### src/rtl/core/rgbhsl_pkg.sv
// Payload types for the RGB to HSL pixel converter.
package rgbhsl_pkg;

  typedef struct packed {
    logic [7:0] red;
    logic [7:0] green;
    logic [7:0] blue;
  } rgb_pix_t;

  typedef struct packed {
    logic [14:0] hue;
    logic [12:0] saturation;
    logic [8:0]  lightness;
  } hsl_pix_t;

endpackage

### src/rtl/core/rgb_to_hsl_pixel.sv
// RGB to HSL pixel converter: min/max stage, dividend stage, bit-serial divider pipeline.
// The divider pipeline resolves one restoring divider bit per stage.
// Throughput: one pixel per cycle while the skid register is empty; a stalled result moves
// into the skid register, which halts the pipeline, so in_ready is a register output.
// Reset (synchronous, active low) clears all valid bits; pixel data registers are not reset.
module rgb_to_hsl_pixel
  import rgbhsl_pkg::*;
#(
  parameter int HUE_FRAC_BITS = 6,
  parameter int SAT_FRAC_BITS = 12
) (
  input  logic     clk,
  input  logic     rst_n,
  input  logic     in_valid,
  output logic     in_ready,
  input  rgb_pix_t in_data,
  output logic     out_valid,
  input  logic     out_ready,
  output hsl_pix_t out_data
);

  localparam int SCALE_W = 6 + HUE_FRAC_BITS;
  localparam int HNUM_W  = SCALE_W + 8;
  localparam int SNUM_W  = SAT_FRAC_BITS + 8;
  localparam int DIV_W   = (HNUM_W > SNUM_W) ? HNUM_W : SNUM_W;
  localparam int HUE_W   = SCALE_W + 3;

  localparam logic [HNUM_W-1:0] HSCALE  = HNUM_W'(60) << HUE_FRAC_BITS;
  localparam logic [HUE_W-1:0]  SECTOR  = HUE_W'(60) << HUE_FRAC_BITS;
  localparam logic [HUE_W-1:0]  BASE_G  = SECTOR << 1;
  localparam logic [HUE_W-1:0]  BASE_B  = SECTOR << 2;
  localparam logic [HUE_W-1:0]  BASE_WR = (SECTOR << 2) + (SECTOR << 1);

  typedef enum logic [1:0] {SEC_RED, SEC_GREEN, SEC_BLUE} sector_t;

  typedef struct packed {
    sector_t    sector;
    logic       neg;
    logic       gray;
    logic [8:0] light;
    logic [7:0] hdiv;
    logic [7:0] sdiv;
  } tag_t;

  typedef struct packed {
    logic [DIV_W-1:0] hnum;
    logic [DIV_W-1:0] snum;
    logic [DIV_W-1:0] hquo;
    logic [DIV_W-1:0] squo;
    logic [7:0]       hrem;
    logic [7:0]       srem;
  } divst_t;

  // One restoring step: returns {quotient bit, new remainder}.
  function automatic logic [8:0] div_bit(logic [7:0] rem, logic nb, logic [7:0] dvs);
    logic [8:0] trial;
    logic [8:0] diff;
    logic [8:0] res;
    trial = {rem, nb};
    diff  = trial - {1'b0, dvs};
    if (trial >= {1'b0, dvs}) begin
      res = {1'b1, diff[7:0]};
    end else begin
      res = {1'b0, trial[7:0]};
    end
    return res;
  endfunction

  logic en;

  // Stage A: channel extremes, sector choice and the divider operands.
  logic       a_v_r;
  tag_t       a_tag_r;
  logic [7:0] a_mag_r;
  tag_t       a_tag_nxt;
  logic [7:0] a_mag_nxt;

  always_comb begin
    logic [7:0] mx;
    logic [7:0] mn;
    logic [7:0] p;
    logic [7:0] q;
    logic [8:0] light;
    logic [8:0] den;
    mx = in_data.red;
    mn = in_data.red;
    if (in_data.green > mx) mx = in_data.green;
    if (in_data.blue > mx) mx = in_data.blue;
    if (in_data.green < mn) mn = in_data.green;
    if (in_data.blue < mn) mn = in_data.blue;
    light = {1'b0, mx} + {1'b0, mn};
    den   = (light >= 9'd255) ? (9'd510 - light) : light;
    // Ties for the maximum go to blue, then green.
    if (in_data.blue == mx) begin
      a_tag_nxt.sector = SEC_BLUE;
      p = in_data.red;
      q = in_data.green;
    end else if (in_data.green == mx) begin
      a_tag_nxt.sector = SEC_GREEN;
      p = in_data.blue;
      q = in_data.red;
    end else begin
      a_tag_nxt.sector = SEC_RED;
      p = in_data.green;
      q = in_data.blue;
    end
    a_tag_nxt.neg   = (p < q);
    a_mag_nxt       = (p >= q) ? (p - q) : (q - p);
    a_tag_nxt.gray  = (mx == mn);
    a_tag_nxt.light = light;
    a_tag_nxt.hdiv  = mx - mn;
    a_tag_nxt.sdiv  = den[7:0];
  end

  // Divider pipeline: entry 0 holds the dividends, entry k+1 has k+1 quotient bits.
  logic   dv_v_r   [0:DIV_W];
  tag_t   dv_tag_r [0:DIV_W];
  divst_t dv_r     [0:DIV_W];
  divst_t dv_nxt   [0:DIV_W];

  always_comb begin
    logic [8:0] hb;
    logic [8:0] sb;
    dv_nxt[0].hnum = DIV_W'(HNUM_W'(a_mag_r) * HSCALE);
    dv_nxt[0].snum = DIV_W'(SNUM_W'(a_tag_r.hdiv) << SAT_FRAC_BITS);
    dv_nxt[0].hquo = '0;
    dv_nxt[0].squo = '0;
    dv_nxt[0].hrem = '0;
    dv_nxt[0].srem = '0;
    for (int k = 0; k < DIV_W; k++) begin
      hb = div_bit(dv_r[k].hrem, dv_r[k].hnum[DIV_W-1-k], dv_tag_r[k].hdiv);
      sb = div_bit(dv_r[k].srem, dv_r[k].snum[DIV_W-1-k], dv_tag_r[k].sdiv);
      dv_nxt[k+1].hnum = dv_r[k].hnum;
      dv_nxt[k+1].snum = dv_r[k].snum;
      dv_nxt[k+1].hquo = {dv_r[k].hquo[DIV_W-2:0], hb[8]};
      dv_nxt[k+1].squo = {dv_r[k].squo[DIV_W-2:0], sb[8]};
      dv_nxt[k+1].hrem = hb[7:0];
      dv_nxt[k+1].srem = sb[7:0];
    end
  end

  // Final stage: sector offset, red wrap and gray override.
  logic     f_v_r;
  hsl_pix_t f_data_r;
  hsl_pix_t f_data_nxt;

  always_comb begin
    logic [HUE_W-1:0]    t;
    logic [HUE_W-1:0]    hue;
    logic [HUE_W+14:0]   hue_ext;
    tag_t                tg;
    tg = dv_tag_r[DIV_W];
    t  = HUE_W'(dv_r[DIV_W].hquo[SCALE_W-1:0]);
    case (tg.sector)
      SEC_BLUE:  hue = tg.neg ? (BASE_B - t) : (BASE_B + t);
      SEC_GREEN: hue = tg.neg ? (BASE_G - t) : (BASE_G + t);
      default:   hue = (tg.neg && (t != '0)) ? (BASE_WR - t) : t;
    endcase
    if (tg.gray) begin
      hue = '0;
    end
    hue_ext                = {15'd0, hue};
    f_data_nxt.hue         = hue_ext[14:0];
    f_data_nxt.saturation  = tg.gray ? 13'd0 : dv_r[DIV_W].squo[12:0];
    f_data_nxt.lightness   = tg.light;
  end

  // Output register plus skid register; the pipeline runs while the skid is empty.
  logic     out_v_r;
  hsl_pix_t out_data_r;
  logic     skid_v_r;
  hsl_pix_t skid_data_r;

  assign en        = !skid_v_r;
  assign in_ready  = en;
  assign out_valid = out_v_r;
  assign out_data  = out_data_r;

  always_ff @(posedge clk) begin
    if (!rst_n) begin
      a_v_r <= 1'b0;
      for (int k = 0; k <= DIV_W; k++) begin
        dv_v_r[k] <= 1'b0;
      end
      f_v_r    <= 1'b0;
      out_v_r  <= 1'b0;
      skid_v_r <= 1'b0;
    end else begin
      if (en) begin
        a_v_r     <= in_valid;
        dv_v_r[0] <= a_v_r;
        for (int k = 0; k < DIV_W; k++) begin
          dv_v_r[k+1] <= dv_v_r[k];
        end
        f_v_r <= dv_v_r[DIV_W];
      end
      if (!out_v_r || out_ready) begin
        if (skid_v_r) begin
          out_v_r  <= 1'b1;
          skid_v_r <= 1'b0;
        end else begin
          out_v_r <= f_v_r;
        end
      end else if (en && f_v_r) begin
        skid_v_r <= 1'b1;
      end
    end
  end

  always_ff @(posedge clk) begin
    if (en) begin
      a_tag_r     <= a_tag_nxt;
      a_mag_r     <= a_mag_nxt;
      dv_r[0]     <= dv_nxt[0];
      dv_tag_r[0] <= a_tag_r;
      for (int k = 0; k < DIV_W; k++) begin
        dv_r[k+1]     <= dv_nxt[k+1];
        dv_tag_r[k+1] <= dv_tag_r[k];
      end
      f_data_r <= f_data_nxt;
    end
    if (!out_v_r || out_ready) begin
      out_data_r <= skid_v_r ? skid_data_r : f_data_r;
    end else if (en && f_v_r) begin
      skid_data_r <= f_data_r;
    end
  end

endmodule
### config.mk
export PLATFORM = sky130hd
export DESIGN_NAME = rgb_to_hsl_pixel
export DESIGN_NICKNAME = d
export VERILOG_FILES = /design/src/rtl/core/rgbhsl_pkg.sv /design/src/rtl/core/rgb_to_hsl_pixel.sv
export SDC_FILE = /design/constraint.sdc
export NUM_CORES = 2
export LEC_CHECK = 0
export BUFFER_PORTS_ARGS = -buffer_cell sky130_fd_sc_hd__buf_2
export CAP_MARGIN = 15
export CORE_MARGIN = 2
export CORE_UTILIZATION = 63
export DETAILED_ROUTE_END_ITERATION = 7
export PLACE_DENSITY = 0.8
export SLEW_MARGIN = 20
export SYNTH_ARGS = -nofsm -noshare
export SYNTH_HDL_FRONTEND = slang
export SYNTH_SLANG_ARGS = --single-unit
export TNS_END_PERCENT = 1
### constraint.sdc
create_clock -name clk -period 30.6 [get_ports clk]
set_input_delay 3.06 -clock clk [delete_from_list [all_inputs] [get_ports clk]]
set_output_delay 3.06 -clock clk [all_outputs]
set_load 0.05 [all_outputs]
==> results.sh <==
export IMPL_clock_skew_ns=0.03807
export IMPL_share_of_post_route_cells_with_drive_strength_above_1_pct=11.48
export IMPL_multi_input_gate_area_sq_mm=0.01951
export IMPL_design_die_area_sq_mm=0.09685
export IMPL_routed_via_density=5.597
export IMPL_die_height_um=311.2
export IMPL_asyncSetResetFlopFracSynth_pct=0
export IMPL_worstSkewPairLatency_ns=0.75
export IMPL_setup_viol_count_final=0
export IMPL_fp_dieW_um=311.2
export IMPL_timing_final_ws_setup_ns=21.45
export IMPL_max_slew_margin_pct=27.65
export IMPL_number_of_nets_at_the_end_of_the_flow=4897
export IMPL_routed_via_count=32360
export IMPL_antenna_violating_nets_post_route=0
export IMPL_post_cts_setup_buffer_count=0
export IMPL_cts_made_buffers=132
export IMPL_synthFlopType="sky130_fd_sc_hd__edfxtp_1"
export IMPL_hold_viol=0
export IMPL_effective_utilization_at_floorplan_pct=63.62
export IMPL_cell_area_synth_sq_mm=0.05946
export IMPL_detailed_place_area_sq_mm=0.06141
export IMPL_synth_top_area_share_pct=63.33
export IMPL_grt_ovfl_total=0
export IMPL_yosys_top_cells_area="sky130_fd_sc_hd__edfxtp_1 63%, sky130_fd_sc_hd__ha_1 8.2%, sky130_fd_sc_hd__mux2_2 3.7%"
export IMPL_synth_largest_area_cell="sky130_fd_sc_hd__edfxtp_1"
export IMPL_crit_required_ns=31.08
export IMPL_rows=112
export IMPL_drtPass1Iterations=7
export IMPL_hpwlAfterDp_um=64550
export IMPL_max_clock_freq_mhz=109.3
export IMPL_synth_enable_flop_cells=1254
export IMPL_route_final_wire_length_um=97850
export IMPL_synth_cells=4256
export IMPL_path_class="in2reg"
export IMPL_cts_repair_resize_count=0
export IMPL_run_status="finished, final reports clean"
export IMPL_min_path_type="reg2reg"
export IMPL_crit_path_start_kind="primary input"
export IMPL_worst_slew_pin_slew_ns=1.085
export IMPL_totalNegativeSetupSlack_ns=0
export IMPL_synthesis_warning_total=0
export IMPL_period_share_pct=29.89
export IMPL_synth_area_per_cell_sq_um=13.97
export IMPL_drt_iter0_markers=2142
export IMPL_layout_area_seq_sq_mm=0.03808
export IMPL_period_needed_ns=9.146
export IMPL_synth_seq_cells=1275
export IMPL_cts_hold_buf=0
export IMPL_grt_antenna_before_repair=0
export IMPL_cts_num_sinks=1275
export IMPL_ys_seq_area_share_pct=64.04
export IMPL_cts_htree_levels=4
export IMPL_timing_max_transition_violations_final=0
export IMPL_final_area_sq_mm=0.06571
export IMPL_overall_routing_resource_usage_pct=20.51
export IMPL_fillCellCount=5972
export IMPL_critical_path_slowest_cell="sky130_fd_sc_hd__a21oi_2"
export IMPL_dp_worst_setup_slack_ns=20.77
export IMPL_cts_reportedPaths_clkPinSlew_ns=0.06
export IMPL_vias_in_the_first_global_route=33650
export IMPL_synth_most_common_cell="sky130_fd_sc_hd__edfxtp_1"
export IMPL_grt_setup_unrepaired="no"
export IMPL_critical_path_max_fanout=32
export IMPL_maxCapViolCount=0
export IMPL_cell_variety_after_synth=67
export IMPL_routabilityCongestion=0.8340
export IMPL_grt_first_pass_wirelength_um=161700
export IMPL_antenna_diode_count=0
export IMPL_tritoncts="done"
export IMPL_ios=67
export IMPL_setup_worst_path_end_class="register"
export IMPL_port_buffer_count=66
export IMPL_area_growth_pct=10.51
export IMPL_floorplan_core_area_sq_mm=0.09347
export IMPL_post_synth_most_frequent_cells="1254 x sky130_fd_sc_hd__edfxtp_1, 476 x sky130_fd_sc_hd__inv_1, 390 x sky130_fd_sc_hd__ha_1"
export IMPL_cts_root_buffer="sky130_fd_sc_hd__clkbuf_16"
export IMPL_cts_buffer_depth=3
export IMPL_crit_arrival_ns=9.62
export IMPL_grt_max_degree=206
export IMPL_synth_fp_nets=4727
export IMPL_wire_per_inst_um=16.92
export IMPL_timing_critical_path_slowest_cell_delay_ns=0.61
export IMPL_drt_drc_violations_left=0
-- routing by layer --
layer	track usage (%)	vias up	share of wire (%)	wire [um]
met3	3.346	188	3.2	3086
met2	39.28	564	55	54080
met4	7.411	0	2.7	2690
li1	-	15920	-	-
met5	0	-	0	0
met1	22.77	15690	39	37990
-- worst paths after layout --
path                                endpoint  slack, ns  depth (start not counted)                  startpoint
setup / recovery        a_mag_r[7]$_DFFE_PN_      21.45                         26                 in_data[21]
hold / removal    dv_tag_r[2][141]$_DFFE_PN_       0.41                          0  dv_tag_r[2][112]$_DFFE_PN_
setup reg to reg      dv_r[1][291]$_DFFE_PN_      26.64                          4       skid_v_r$_SDFFE_PP0P_
hold reg to reg   dv_tag_r[2][141]$_DFFE_PN_       0.41                          0  dv_tag_r[2][112]$_DFFE_PN_
-- area by class of cell --
type	count	share of cell area, %
Tap cell	1254	2.388
Inverter	476	2.731
Timing Repair Buffer	85	0.7769
Clock buffer	160	5.187
Sequential cell	1275	57.95
Multi-Input combinational cell	2456	29.69
Clock inverter	76	1.283
-- cells by family after synthesis --
logic type,after synthesis,share of synthesized area [%]
flops,1275,64.04
fa+ha+maj,443,9.991
buf+inv,525,3.352
xor+xnor,191,2.813
mux,300,5.500
simple gates,816,6.652
compound gates,706,7.655
-- sequential cells by signal, summed over array words and instances (netlist names), 8 cells and up --
name,flops
a_mag_r,8
a_tag_r,27
dv_r,551
dv_tag_r,553
dv_v_r,21
f_data_r,37
out_data,37
skid_data_r,37
-- metrics by stage --
stage                     hold slack [ns]  utilization [%]  instances
after floorplan                    0.4003                -       4256
after global placement             0.4005            65.68       5546
after detailed placement           0.4045            65.70       5546
after CTS                          0.3969            70.25       5782
after global routing               0.4167            70.30       5782
final                              0.4062            70.30       5782
-- critical path, delay by kind of cell --
| kind | cells | cell delay, ns |
|---|---|---|
| muxes | 3 | 1.14 |
| AOI/OAI and AO/OA | 10 | 2.82 |
| and+or+nand+nor | 4 | 0.56 |
| xor gates and xnor gates | 1 | 0.15 |
| adders and majority gates | 4 | 1.18 |
| buffers and inverters | 4 | 0.68 |
-- cells in the final DEF (no fill, tap or decap), types with 28 or more instances in the layout --
cell and instances:
sky130_fd_sc_hd__edfxtp_1 1254, sky130_fd_sc_hd__inv_1 475, sky130_fd_sc_hd__ha_1 390, sky130_fd_sc_hd__nor2_1 269
sky130_fd_sc_hd__o21ai_0 200, sky130_fd_sc_hd__mux2_2 197, sky130_fd_sc_hd__nand2_1 162, sky130_fd_sc_hd__a21oi_1 161
sky130_fd_sc_hd__clkbuf_16 132, sky130_fd_sc_hd__nor2b_1 124, sky130_fd_sc_hd__xnor2_1 123, sky130_fd_sc_hd__mux2i_1 88
sky130_fd_sc_hd__o21a_1 75, sky130_fd_sc_hd__xor2_1 68, sky130_fd_sc_hd__a21boi_0 67, sky130_fd_sc_hd__a21o_1 66
sky130_fd_sc_hd__buf_2 66, sky130_fd_sc_hd__fa_1 53, sky130_fd_sc_hd__nand4_1 49, sky130_fd_sc_hd__nor3_1 49
sky130_fd_sc_hd__nand2b_1 42, sky130_fd_sc_hd__nand3_1 39, sky130_fd_sc_hd__nor4_1 37, sky130_fd_sc_hd__clkbuf_1 28
Power is not shown: default switching activity piles up to over one toggle a cycle in this logic, so the estimate is an artifact.
